### src/rtl/pftv_pkg.sv
// Shared types and constants of the pixel flash, tint and vignette pipeline.
// Used by every module under rtl/. No dependencies.
package pftv_pkg;

  // Field and datapath widths
  localparam int unsigned MAX_WIDTH   = 4096;
  localparam int unsigned MAX_HEIGHT  = 4096;
  localparam int unsigned DIM_W       = 13;   // frame size register
  localparam int unsigned COORD_W     = 12;   // pixel column / row
  localparam int unsigned CH_W        = 8;    // one color channel
  localparam int unsigned DIFF_W      = 14;   // doubled coordinate minus size, signed
  localparam int unsigned SQ_W        = 26;   // one squared offset
  localparam int unsigned DIST_W      = 27;   // sum of squared offsets
  localparam int unsigned NORM_W      = 26;   // w*w + h*h
  localparam int unsigned FRAC_W      = 16;
  localparam int unsigned FACT_W      = FRAC_W + 1;   // factor up to 1.0
  localparam int unsigned ADD_W       = CH_W + FRAC_W; // 255 * t
  localparam int unsigned PROD_W      = CH_W + FACT_W;
  localparam int unsigned ROOT_W      = 16;
  localparam int unsigned SREM_W      = ROOT_W + 1;
  localparam int unsigned DIV_STAGES  = 16;   // two quotient bits per stage
  localparam int unsigned ROOT_STAGES = DIV_STAGES + 1;
  localparam int unsigned RECIP_W     = 18;
  localparam int unsigned RECIP_SHIFT = 18;
  localparam int unsigned SCALE_W     = ROOT_W + RECIP_W;

  // Fixed point constants
  localparam logic [FACT_W-1:0]  ONE_Q16    = 17'h10000;
  localparam logic [FACT_W-1:0]  V_FLOOR    = 17'h08000;  // vignette never below 0.5
  localparam logic [4:0]         FLASH_CAP  = 5'd20;
  localparam logic [11:0]        FLASH_STEP = 12'd2313;   // 3*2^16/85, exact up to 20 steps
  localparam logic [FACT_W-1:0]  RED_T_H1   = 17'd14745;  // (1-1/4)*0.3
  localparam logic [FACT_W-1:0]  RED_T_H2   = 17'd9830;   // (1-2/4)*0.3
  localparam logic [RECIP_W-1:0] RECIP_3_5  = 18'd157287; // 3 * (2^18+1)/5

  // Reset values of the registers and what follows from them
  localparam logic [DIM_W-1:0]  RST_FRAME  = 13'd256;
  localparam logic [4:0]        RST_FLASH  = 5'd0;
  localparam logic [3:0]        RST_HEALTH = 4'd4;
  localparam logic [NORM_W-1:0] RST_DIM_SQ = 26'd65536;
  localparam logic [NORM_W-1:0] RST_NORM   = 26'd131072;

  typedef enum logic [1:0] {
    CFG_FRAME_WIDTH  = 2'd0,
    CFG_FRAME_HEIGHT = 2'd1,
    CFG_FLASH_LEVEL  = 2'd2,
    CFG_HEALTH_LEVEL = 2'd3
  } cfg_idx_e;

  typedef struct packed {
    logic [CH_W-1:0] red;
    logic [CH_W-1:0] green;
    logic [CH_W-1:0] blue;
  } pix_t;

  // Settings as the datapath sees them
  typedef struct packed {
    logic [DIM_W-1:0]  width;    // clamped
    logic [DIM_W-1:0]  height;   // clamped
    logic [NORM_W-1:0] norm;     // width^2 + height^2
    logic [FACT_W-1:0] keep;     // 1 - t
    logic [ADD_W-1:0]  add_red;  // 255*t when any blend
    logic [ADD_W-1:0]  add_gb;   // 255*t for white only
    logic              bypass;   // zero health: pixel passes untouched
  } cfg_t;

  // One stage of the ratio / root pipeline
  typedef struct packed {
    logic [NORM_W-1:0] rem;   // division remainder
    logic [1:0]        pair;  // quotient bits made in this stage
    logic [ROOT_W-1:0] root;
    logic [SREM_W-1:0] srem;  // root remainder
    logic              sat;   // distance at or past the frame corner
    pix_t              pix;
  } rr_stage_t;

endpackage

### src/rtl/pftv_cfg.sv
// Configuration registers and the settings derived from them.
// Depends on pftv_pkg.
module pftv_cfg import pftv_pkg::*; (
  input  logic             clk_i,
  input  logic             rst_ni,
  input  logic             cfg_valid_i,
  output logic             cfg_ready_o,
  input  logic [1:0]       cfg_index_i,
  input  logic [DIM_W-1:0] cfg_data_i,
  output cfg_t             cfg_o
);

  logic [DIM_W-1:0]  width_q, height_q;
  logic [4:0]        flash_q;
  logic [3:0]        health_q;
  logic [DIM_W-1:0]  w_cl, h_cl;
  logic [4:0]        flash_eff;
  logic [FACT_W-1:0] t_flash, t;
  logic              white;
  logic [PROD_W-1:0] add_full;
  logic [NORM_W-1:0] wsq_d, wsq_q, hsq_d, hsq_q, norm_d, norm_q;
  logic [FACT_W-1:0] keep_d, keep_q;
  logic [ADD_W-1:0]  add_red_d, add_red_q, add_gb_d, add_gb_q;
  logic              bypass_d, bypass_q;

  assign cfg_ready_o = 1'b1;

  always_ff @(posedge clk_i or negedge rst_ni) begin
    if (!rst_ni) begin
      width_q  <= RST_FRAME;
      height_q <= RST_FRAME;
      flash_q  <= RST_FLASH;
      health_q <= RST_HEALTH;
    end else if (cfg_valid_i) begin
      case (cfg_idx_e'(cfg_index_i))
        CFG_FRAME_WIDTH:  width_q  <= cfg_data_i;
        CFG_FRAME_HEIGHT: height_q <= cfg_data_i;
        CFG_FLASH_LEVEL:  flash_q  <= cfg_data_i[4:0];
        CFG_HEALTH_LEVEL: health_q <= cfg_data_i[3:0];
        default: ;
      endcase
    end
  end

  // clamp frame size to 1..max
  always_comb begin
    if (width_q == '0)                    w_cl = DIM_W'(1);
    else if (width_q > DIM_W'(MAX_WIDTH)) w_cl = DIM_W'(MAX_WIDTH);
    else                                  w_cl = width_q;
    if (height_q == '0)                     h_cl = DIM_W'(1);
    else if (height_q > DIM_W'(MAX_HEIGHT)) h_cl = DIM_W'(MAX_HEIGHT);
    else                                    h_cl = height_q;
  end

  assign flash_eff = (flash_q > FLASH_CAP) ? FLASH_CAP : flash_q;
  assign t_flash   = FACT_W'(FACT_W'(flash_eff) * FACT_W'(FLASH_STEP));

  // blend selection: zero health bypasses; otherwise flash wins over low-health tint
  always_comb begin
    bypass_d = 1'b0;
    white    = 1'b0;
    t        = '0;
    if (health_q == '0) begin
      bypass_d = 1'b1;
    end else if (flash_q != '0) begin
      t     = t_flash;
      white = 1'b1;
    end else begin
      case (health_q)
        4'd1:    t = RED_T_H1;
        4'd2:    t = RED_T_H2;
        default: t = '0;
      endcase
    end
  end

  assign add_full  = {t, 8'h00} - PROD_W'(t);
  assign add_red_d = add_full[ADD_W-1:0];
  assign add_gb_d  = white ? add_full[ADD_W-1:0] : '0;
  assign keep_d    = ONE_Q16 - t;
  assign wsq_d     = NORM_W'(w_cl) * NORM_W'(w_cl);
  assign hsq_d     = NORM_W'(h_cl) * NORM_W'(h_cl);
  assign norm_d    = wsq_q + hsq_q;

  always_ff @(posedge clk_i or negedge rst_ni) begin
    if (!rst_ni) begin
      wsq_q     <= RST_DIM_SQ;
      hsq_q     <= RST_DIM_SQ;
      norm_q    <= RST_NORM;
      keep_q    <= ONE_Q16;
      add_red_q <= '0;
      add_gb_q  <= '0;
      bypass_q  <= 1'b0;
    end else begin
      wsq_q     <= wsq_d;
      hsq_q     <= hsq_d;
      norm_q    <= norm_d;
      keep_q    <= keep_d;
      add_red_q <= add_red_d;
      add_gb_q  <= add_gb_d;
      bypass_q  <= bypass_d;
    end
  end

  assign cfg_o.width   = w_cl;
  assign cfg_o.height  = h_cl;
  assign cfg_o.norm    = norm_q;
  assign cfg_o.keep    = keep_q;
  assign cfg_o.add_red = add_red_q;
  assign cfg_o.add_gb  = add_gb_q;
  assign cfg_o.bypass  = bypass_q;

endmodule

### config.mk
export PLATFORM = sky130hd
export DESIGN_NAME = pftv_cfg
export DESIGN_NICKNAME = d
export VERILOG_FILES = /design/src/rtl/pftv_pkg.sv /design/src/rtl/pftv_cfg.sv
export SDC_FILE = /design/constraint.sdc
export NUM_CORES = 1
export LEC_CHECK = 0
export BUFFER_PORTS_ARGS = -buffer_cell sky130_fd_sc_hd__buf_4
export CAP_MARGIN = 20
export CORE_UTILIZATION = 35
export DETAILED_ROUTE_END_ITERATION = 16
export SLEW_MARGIN = 20
export SYNTH_ARGS = -nofsm -noshare
export SYNTH_HDL_FRONTEND = slang
export SYNTH_SLANG_ARGS = --single-unit
### constraint.sdc
create_clock -name clk_i -period 7 [get_ports clk_i]
set_input_delay 0.7 -clock clk_i [delete_from_list [all_inputs] [get_ports clk_i]]
set_output_delay 0.7 -clock clk_i [all_outputs]
set_load 0.005 [all_outputs]
# ---- Word level (Yosys, flattened, before mapping)
# Cells that the tools add are included.
dict set report totals {
  register_bits 179
}
dict set report classes {
  addsub 3
  n_mul 3
  order_cmp 3
  eq_ne 5
  mux 12
  n_reduce_logical 9
}
# op count
set op_table {}
lappend op_table {{$mul 13x13->26} 2}
lappend op_table {{$mux 13} 4}
lappend op_table {{$mux 17} 2}
lappend op_table {{$pmux 14 s2} 1}
lappend op_table {{$add 26x26->26} 1}
lappend op_table {{$gt 13x13->1 const B} 2}
lappend op_table {{$logic_not 13->1} 2}
lappend op_table {{$mux 24} 1}
lappend op_table {{$sub 24x17->24} 1}
lappend op_table {{$mul 5x12->17 const B} 1}
lappend op_table {{$sub 17x17->17 const A} 1}
lappend op_table {{$reduce_and 2->1} 4}
lappend op_table {{$gt 5x5->1 const B} 1}
lappend op_table {{$mux 5} 1}
lappend op_table {{$reduce_bool 5->1} 1}
lappend op_table {{$eq 2x2->1 const B} 2}
lappend op_table {{$eq 4x1->1 const B} 1}
lappend op_table {{$eq 4x2->1 const B} 1}
lappend op_table {{$logic_not 4->1} 1}
lappend op_table {{$mux 1} 3}
lappend op_table {{$eq 2x1->1 const B} 1}
lappend op_table {{$logic_not 2->1} 1}

# ---- Logic depth before layout (Yosys ltp)
# Gate-level depths: netlist of the first run.
dict set report depth {
  ltp_word 7
  depth_mapped 26
  ltp_nobuf 24
}

# ---- Worst setup path before layout of the first run
# Ideal clock, no wire load.
dict set report synth_timing {
  kind {register -> register}
  from {register width_q[12]}
  to {register wsq_q[25]}
  setup_time_ns 0.128
  arrival_time_ns 5.669
  setup_slack_ns 1.203
  path_stages_with_launch 24
  n_path_buf 2
  synth_period_minus_slack_ns 5.797
  cell_sequence {dfrtp_1 clkbuf_1 inv_1 nand2_1 inv_1 clkbuf_1 nand2_1 fa_1 fa_1 inv_1 fa_1 fa_1 inv_1 fa_1 inv_1 ha_1 a21o_1 a21oi_1 o31ai_1 a21o_1 a21o_1 a311oi_1 a21oi_1 xor2_1}
}
# item line
set synth_lines {}
lappend synth_lines {{from (decl)} pftv_cfg.sv:13} ;# logic [DIM_W-1:0] width_q, height_q;
lappend synth_lines {{from (signal assigned)} pftv_cfg.sv:36} ;# CFG_FRAME_WIDTH: width_q <= cfg_data_i;
lappend synth_lines {{to (signal assigned)} pftv_cfg.sv:95} ;# wsq_q <= wsq_d;
lappend synth_lines {{to (decl)} pftv_cfg.sv:21} ;# logic [NORM_W-1:0] wsq_d, wsq_q, hsq_d, hsq_q, norm_d, norm_q;

# ---- Worst setup path after layout of the first run
dict set report layout_timing {
  from {register height_q[12]}
  to {register hsq_q[24]}
}
dict set report layout_via {
  elab_chain_len 4
  word_cells_on_any_way 5
  classes_between {mul: 1; order compare: 1; mux: 2; reduce/logical: 1}
}
# item line
set layout_lines {}
lappend layout_lines {{from (decl)} pftv_cfg.sv:13}
lappend layout_lines {{from (signal assigned)} pftv_cfg.sv:37} ;# CFG_FRAME_HEIGHT: height_q <= cfg_data_i;
lappend layout_lines {{$gt 13x13->1} pftv_cfg.sv:51} ;# else if (height_q > DIM_W'(MAX_HEIGHT)) h_cl = DIM_W'(MAX_HEIGHT);
lappend layout_lines {{$mux 13} pftv_cfg.sv:51}
lappend layout_lines {{$mux 13 (*)} pftv_cfg.sv:50} ;# if (height_q == '0) h_cl = DIM_W'(1);
lappend layout_lines {{$mul 13x13->26 (*)} pftv_cfg.sv:82} ;# assign hsq_d = NORM_W'(h_cl) * NORM_W'(h_cl);
lappend layout_lines {{named net hsq_d[24]} pftv_cfg.sv:21}
lappend layout_lines {{to (signal assigned)} pftv_cfg.sv:96} ;# hsq_q <= hsq_d;
lappend layout_lines {{to (decl)} pftv_cfg.sv:21}
# Mark *: on every way through the listed nets, which the timed path passes. The rest lies on a longest branch.
# A chain may end at the register's enable or synchronous reset.

==> flow_summary.ini, run 1 <==
[run_status]
status = complete, no violations

[min_path]
hp-class = in -> async

[route]
first_pass_iters = 5
drc = 0
ant_nets = 0
wl_met1_mm = 16.1
wl_per_cell_um = 15.4
met2_length_mm = 18.9
drt-initial-drc-count = 583
route.met3.wl_mm = 1.58
top_layer = met4
viasPerCell = 4.64
routed-via-count = 11223
routed_wl_mm = 37.3

[clock_tree]
clockBufferDepth = 2
tritoncts = yes
cts.clk_slew.worst_paths_ns = 0.07
clock_sinks = 169
cts_buffers = 17
insertion_delay_ns = 0.45
postCtsSetupRepairBufs = 0
htree_levels = 4
post_cts_resized = 0
hold_buffers = 0
clockRootBuffer = clkbuf_16

[yosys]
synth-async-reset-ratio_pct = 100
synthMostInstantiatedCell = inv_1
synth_top_area_cell = dfrtp_1
synthCells = 1646
synthTopCellsByCount = inv_1 (379), fa_1 (195), ha_1 (174), dfrtp_1 (162), nand2_1 (123)
synth_top_area_share_pct = 25.0
synthDistinctLibCells = 70
synth_area_leaders = dfrtp_1 (25%), fa_1 (24%), ha_1 (13%), inv_1 (8.8%), xnor2_1 (3.7%)
synthFlopType = dfrtp_1
syn_area_um2 = 16200
syn_area_per_cell_um2 = 9.85
synth-edff-count = 0
synth_warnings = 0
seq_area_frac_synth_pct = 26.1
ys_ff_latch = 169

[floorplan]
io_pins = 137
core_um2 = 45600
die_h_um = 217
start_util_pct = 35.6
die_w_um = 217
placementRows = 78
dieArea_um2 = 47200

[sta]
period_share_pct = 93.2
fmax_mhz = 153
rsz0062_at_grt = no
period_minus_slack_ns = 6.52
finalClockSkew_ns = 0.0150
tightest_slew_ns = 1.02
slew_headroom_pct = 31.6
final.setup.tns_ns = 0
slew_viol_final = 0
setup_violations = 0
fin_ws_ns = 0.479
hold_viol_final = 0

[grt]
grt_use_total_pct = 16.7
antenna_found_initial = 0
grt_pass1_vias = 11982
grt_max_degree = 92
grt_pass1_wl_mm = 61.4
overflow = 0

[worst_setup_path]
cp-start-kind = flop
worstSetupEndpointType = flop
regToRegSetupSlack_ns = 0.48
worst-setup-path-type = reg -> reg
crit_fanout = 17
rr_worst_depth = 19
r2r_end = hsq_q[24]$_DFF_PN0_
rr_startpoint = height_q[12]$_DFFE_PN0P_
cp.required_ns = 7.37
cp.arrival_ns = 6.89

[layout]
antenna_cells = 0
drive_gt1_share_pct = 13.1
post-route-cell-area_um2 = 18600
seqCellArea_um2 = 4240
nNetsFinal = 2192
fillers = 4443
area_delta_synth_final_pct = 14.8
multi_input_area_um2 = 10400

[placement]
gp_congestion = 0.889
hpwlAfterDp_mm = 31.4
portBuffers = 135
dpl_worst_slack_ns = 0.505
place_area_um2 = 18000

[job]
drv_cap = 0
## per-layer routing
| metal | vias up | GRT usage, % |
|---|---|---|
| li1 | 5372 | - |
| met5 | - | 0 |
| met1 | 5585 | 20.8 |
| met4 | 0 | 5.02 |
| met3 | 48 | 3.00 |
| met2 | 218 | 29.1 |
## flip-flops by register name, indices dropped and copies added, names as in the netlist
signal and flops:
hsq_q 25, norm_q 26, health_q 4, wsq_q 25, add_gb_q 24, width_q 13
keep_q 9, add_red_q 24, height_q 13, bypass_q 1, flash_q 5
## area by class of cell
type | count | area share (%)
clock buffers | 21 | 2.42
clock inverters | 11 | 0.914
inverters | 385 | 7.76
multi-input cells | 1085 | 56.1
flip-flops and latches | 169 | 22.8
well taps | 600 | 4.03
repair buffers | 147 | 5.97
## worst max-delay path, cell delays in order (launching register included)
cell and delay (ns):
dfrtp_1 0.55, nor2b_1 0.80, nand2_1 0.24, fa_1 0.54, fa_1 0.51, inv_1 0.05, fa_1 0.48, fa_1 0.55
inv_1 0.05, fa_1 0.48, inv_1 0.04, ha_1 0.35, a21o_1 0.21, a21oi_1 0.18, nor2_1 0.07, a2111oi_0 0.50
buf_4 0.23, o21ai_0 0.10, o41ai_1 0.35, xnor2_1 0.16
## cells by family (layout without fill, tap and decap cells)
family          after synthesis  count (layout)  synth area share (%)
xor+xnor                     99              99                  5.44
buf+inv                     426             564                  10.2
simple gates                367             367                  10.7
other cells                   2              36                0.0463
flops                       169             169                  26.1
mux                          38              38                  2.62
fa+ha+maj                   369             369                  37.5
compound gates              176             176                  7.37
## cells in the final DEF, fill, tap and decap left out, types with 41 or more instances in the layout
| master | netlist | layout |
|---|---|---|
| buf_4 | 12 | 145 |
| nor2_1 | 106 | 106 |
| nand2_1 | 123 | 123 |
| ha_1 | 174 | 174 |
| nor2b_1 | 41 | 41 |
| fa_1 | 195 | 195 |
| xnor2_1 | 69 | 69 |
| a21oi_1 | 53 | 53 |
| inv_1 | 379 | 379 |
| dfrtp_1 | 162 | 162 |
## how the worst max path moves through the flow
stage | startpoint | end | slack (ns) | cells past startpoint
global placement | height_q[12]$_DFFE_PN0P_ | hsq_q[24]$_DFF_PN0_ | 0.77 | 19
CTS | height_q[12]$_DFFE_PN0P_ | hsq_q[24]$_DFF_PN0_ | 0.47 | 19
global route | height_q[12]$_DFFE_PN0P_ | hsq_q[24]$_DFF_PN0_ | 0.16 | 19
detailed placement | height_q[12]$_DFFE_PN0P_ | hsq_q[24]$_DFF_PN0_ | 0.50 | 19
finish | height_q[12]$_DFFE_PN0P_ | hsq_q[24]$_DFF_PN0_ | 0.48 | 19
floorplan | width_q[12]$_DFFE_PN0P_ | wsq_q[25]$_DFF_PN0_ | 1.20 | 23
## through the flow
step	hold slack, ns	std cells	utilization, %
after floorplan	0.404	1680	-
after global placement	0.463	2386	39.5
after detailed placement	0.471	2386	39.5
after CTS	0.322	2418	40.8
after global routing	0.363	2418	40.8
final	0.298	2418	40.8
Power of run 1 is not shown: default switching activity piles up to over one toggle a cycle in this logic, so the estimate is an artifact.
==> inputs of run 2 (changes only) <==
CORE_UTILIZATION = 55   (was 35)
CTS_BUF_LIST = sky130_fd_sc_hd__clkbuf_4 sky130_fd_sc_hd__clkbuf_8   (was not set)
PLACE_DENSITY = 0.74   (was not set)
==> flow_summary.ini, run 2 (same netlist as run 1, synthesis figures left out) <==
[layout]
antenna_cells = 0
area_delta_synth_final_pct = 11.8
final_common_cell = inv_1
reg_top3 = norm_q x26, hsq_q x25, wsq_q x25
nNetsFinal = 2191
fillers = 2427
seqCellArea_um2 = 4240
largest_reg_flops = 26
multi_input_area_um2 = 10400
regMostFlops = norm_q
final_cell_mix = inv_1 (379), fa_1 (195), ha_1 (174)
drive_gt1_share_pct = 13.2

[clock_tree]
clockBufferDepth = 2
clockRootBuffer = clkbuf_8
tritoncts = yes
cts_buffers = 17
post_cts_resized = 0
hold_buffers = 0
htree_levels = 4
cts.clk_slew.worst_paths_ns = 0.12
insertion_delay_ns = 0.49
postCtsSetupRepairBufs = 0
clock_sinks = 169

[sta]
hold_viol_final = 0
tightest_slew_ns = 0.963
setup_violations = 0
fin_ws_ns = 0.538
final.setup.tns_ns = 0
slew_viol_final = 0
period_share_pct = 92.3
rsz0062_at_grt = no
slew_headroom_pct = 35.2
finalClockSkew_ns = 0.0219
fmax_mhz = 155
period_minus_slack_ns = 6.46

[worst_setup_path]
path_cells = or4_1 > nor4_1 > a21oi_1 > inv_1 > nand2_1 > fa_1 > inv_1 > ha_1 > fa_1 > inv_1 > fa_1 > fa_1 > inv_1 > ha_1 > a21oi_1 > o21ai_0 > and2_1 > o21a_1 > a31oi_1 > o211ai_1 > a21oi_1 > xnor2_1
rr_startpoint = width_q[7]$_DFFE_PN0P_
startpoint = width_q[7]$_DFFE_PN0P_
cp.required_ns = 7.40
crit_slowest_cell = dfrtp_1
cp_slowest_stage_delay_ns = 0.54
crit_fanout = 14
worstSetupEndpointType = flop
worst-setup-path-type = reg -> reg
cp-start-kind = flop
cp.arrival_ns = 6.86

[grt]
antenna_found_initial = 0
grt_pass1_vias = 12189
grt_use_total_pct = 24.1
grt_pass1_wl_mm = 58.1
overflow = 0
grt_max_degree = 96

[route]
drc = 0
wl_per_cell_um = 15.5
routed_wl_mm = 34.1
ant_nets = 0
viasPerCell = 5.20
first_pass_iters = 5
drt-initial-drc-count = 606
routed-via-count = 11442

[floorplan]
start_util_pct = 56.2
dieArea_um2 = 30200
placementRows = 62
die_w_um = 174
core_um2 = 28900
die_h_um = 174
io_pins = 137

[placement]
gp_congestion = 0.924
dpl_worst_slack_ns = 0.636
hpwlAfterDp_mm = 28.5
portBuffers = 135

[run_status]
status = complete, no violations

[min_path]
hp-class = in -> async

[job]
drv_cap = 0
-- run 2: cell count changes in the layout (fill, tap and decap cells not counted) --
cell        before  now
inv_6            2    6
inv_12           0    1
clkinv_8         0    4
clkinv_2         2    1
clkinvlp_4       3    0
clkbuf_16       17    0
bufinv_16        4    0
clkbuf_8         1   17
clkbuf_1         3    0
inv_8            0    2
clkinv_4         0    1
buf_6            2    1
-- run 2: worst max-delay path: cells and delay by family (launching register included) --
kind	cells	cell delay (ns)
adder cells (fa/ha/maj)	6	2.32
AO/OA/AOI/OAI	7	1.70
XOR/XNOR	1	0.13
buffers and inverters	4	0.43
AND/OR/NAND/NOR	4	1.27
flip-flops	1	0.54
-- run 2: area by class of cell --
| cell class | instances | area share [%] |
|---|---|---|
| flip-flops and latches | 169 | 23.4 |
| inverters | 385 | 7.98 |
| clock buffers | 17 | 1.29 |
| clock inverters | 15 | 0.939 |
| repair buffers | 146 | 6.07 |
| well taps | 384 | 2.65 |
| multi-input cells | 1085 | 57.7 |
-- run 2: final timing paths --
kind / to / slack (ns) / cells after the start
setup reg to reg: wsq_q[24]$_DFF_PN0_ / 0.54 / 22
hold / removal: add_red_q[19]$_DFF_PN0_ / 0.26 / 1
hold reg to reg: norm_q[0]$_DFF_PN0_ / 0.48 / 1
max in group asynchronous: norm_q[0]$_DFF_PN0_ / 5.23 / 2
min in group clk_i: norm_q[0]$_DFF_PN0_ / 0.48 / 1
setup / recovery: wsq_q[24]$_DFF_PN0_ / 0.54 / 22
-- run 2: routing by layer --
metal	global-route usage [%]	routed length (um)	vias up
met2	41.1	17000	297
met4	8.30	911	0
met5	0	0	-
met1	31.5	14700	5692
li1	-	-	5381
met3	3.66	1490	72
-- run 2: metrics by stage --
stage | cells | hold slack [ns] | util [%] | cell area [um2]
floorplan | 1680 | 0.404 | - | 16300
global placement | 2169 | 0.451 | 61.4 | 17700
detailed placement | 2169 | 0.467 | 61.4 | 17700
CTS | 2201 | 0.289 | 62.8 | 18100
global route | 2201 | 0.314 | 62.8 | 18100
finish | 2201 | 0.264 | 62.8 | 18100
Power of run 2 is left out for the same reason.
==> inputs of run 3 (changes only) <==
clock period = 7.5 ns   (was 7 ns; I/O delays follow)
==> flow_summary.ini, run 3 (same netlist as run 1, synthesis figures left out) <==
[run_status]
status = complete, no violations

[worst_setup_path]
crit_slowest_cell = dfrtp_1
cp-start-kind = flop
rr_startpoint = width_q[7]$_DFFE_PN0P_
path_cells = or4_1 > nor4_1 > a21oi_1 > inv_1 > nand2_1 > fa_1 > inv_1 > ha_1 > fa_1 > inv_1 > fa_1 > fa_1 > inv_1 > ha_1 > a21oi_1 > o2111a_1 > o31ai_1 > a21o_1 > a21o_1 > a311oi_1 > a21oi_1 > xor2_1
worstSetupEndpointType = flop
crit_fanout = 14
cp.required_ns = 7.85
path_delay_family = adder cells
worst-setup-path-type = reg -> reg
cp.arrival_ns = 6.90
cp_slowest_stage_delay_ns = 0.56
cp_num_buf_inv = 4
startpoint = width_q[7]$_DFFE_PN0P_

[clock_tree]
insertion_delay_ns = 0.47
postCtsSetupRepairBufs = 0
clock_sinks = 169
htree_levels = 4
cts.clk_slew.worst_paths_ns = 0.10
cts_buffers = 17
tritoncts = yes
hold_buffers = 0
post_cts_resized = 0
clockBufferDepth = 2
clockRootBuffer = clkbuf_8

[floorplan]
die_h_um = 174
placementRows = 62
dieArea_um2 = 30200
start_util_pct = 56.2
die_w_um = 174
io_pins = 137
core_um2 = 28900

[layout]
multi_input_area_um2 = 10400
final_cell_mix = inv_1 (379), fa_1 (195), ha_1 (174)
final_core_util_pct = 62.8
instances_no_fill = 2197
final_common_cell = inv_1
seqCellArea_um2 = 4240
regMostFlops = norm_q
reg_top3 = norm_q x26, hsq_q x25, wsq_q x25
antenna_cells = 0
area_delta_synth_final_pct = 11.8
fillers = 2396
largest_reg_flops = 26
nNetsFinal = 2187
drive_gt1_share_pct = 13.0

[grt]
grt_use_total_pct = 23.6
grt_max_degree = 91
antenna_found_initial = 0
grt_pass1_wl_mm = 56.7
grt_pass1_vias = 11742
overflow = 0

[sta]
period_minus_slack_ns = 6.55
rsz0062_at_grt = no
period_share_pct = 87.3
tightest_slew_ns = 0.931
final.setup.tns_ns = 0
finalClockSkew_ns = 0.0178
fmax_mhz = 153
slew_viol_final = 0
hold_viol_final = 0
whs_ns = 0.311
setup_violations = 0
slew_headroom_pct = 37.4

[route]
drt-initial-drc-count = 685
ant_nets = 0
wl_per_cell_um = 15.3
viasPerCell = 5.12
first_pass_iters = 5
drc = 0
routed-via-count = 11256
routed_wl_mm = 33.7

[job]
drv_cap = 0

[placement]
hpwlAfterDp_mm = 28.1
portBuffers = 135
dpl.cell_count = 2164
gp_congestion = 0.906

[min_path]
hp-class = in -> async
==> run 3: cell types whose count changed in the layout (fill, tap and decap cells not counted), sizes merged <==
cell	delta
clkinv	-4
bufinv	+2
buf	-4
clkinvlp	+3
inv	-2
clkbuf	+1
==> run 3: layer usage <==
layer	global-route usage (%)	vias up	wire, um
met1	31.3	5560	14800
met4	7.89	0	992
li1	-	5361	-
met3	3.25	60	1410
met2	40.0	275	16500
met5	0	-	0
==> run 3: per-stage QoR <==
stage          setup slack (ns)  cell area, um2
2_1_floorplan              1.70           16300
5_1_grt                   0.642           18100
6_report                  0.953           18100
3_3_place_gp               1.24           17700
4_1_cts                    1.07           18100
3_5_place_dp               1.07           17700
==> run 3: path summary, 6_finish.rpt <==
check | end | slack, ns | depth (start not counted)
max | wsq_q[25]$_DFF_PN0_ | 0.95 | 22
min | add_gb_q[20]$_DFF_PN0_ | 0.31 | 1
max reg2reg | wsq_q[25]$_DFF_PN0_ | 0.95 | 22
min reg2reg | norm_q[0]$_DFF_PN0_ | 0.47 | 1
max in group asynchronous | wsq_q[16]$_DFF_PN1_ | 5.90 | 3
min in group clk_i | norm_q[0]$_DFF_PN0_ | 0.47 | 1
==> run 3: cell type report <==
type	instances	share of cell area [%]
multi-input cells	1085	57.7
flip-flops and latches	169	23.4
inverters	385	7.97
repair buffers	142	6.01
well taps	384	2.65
clock buffers	18	1.33
clock inverters	14	0.987
Power of run 3 is left out for the same reason.
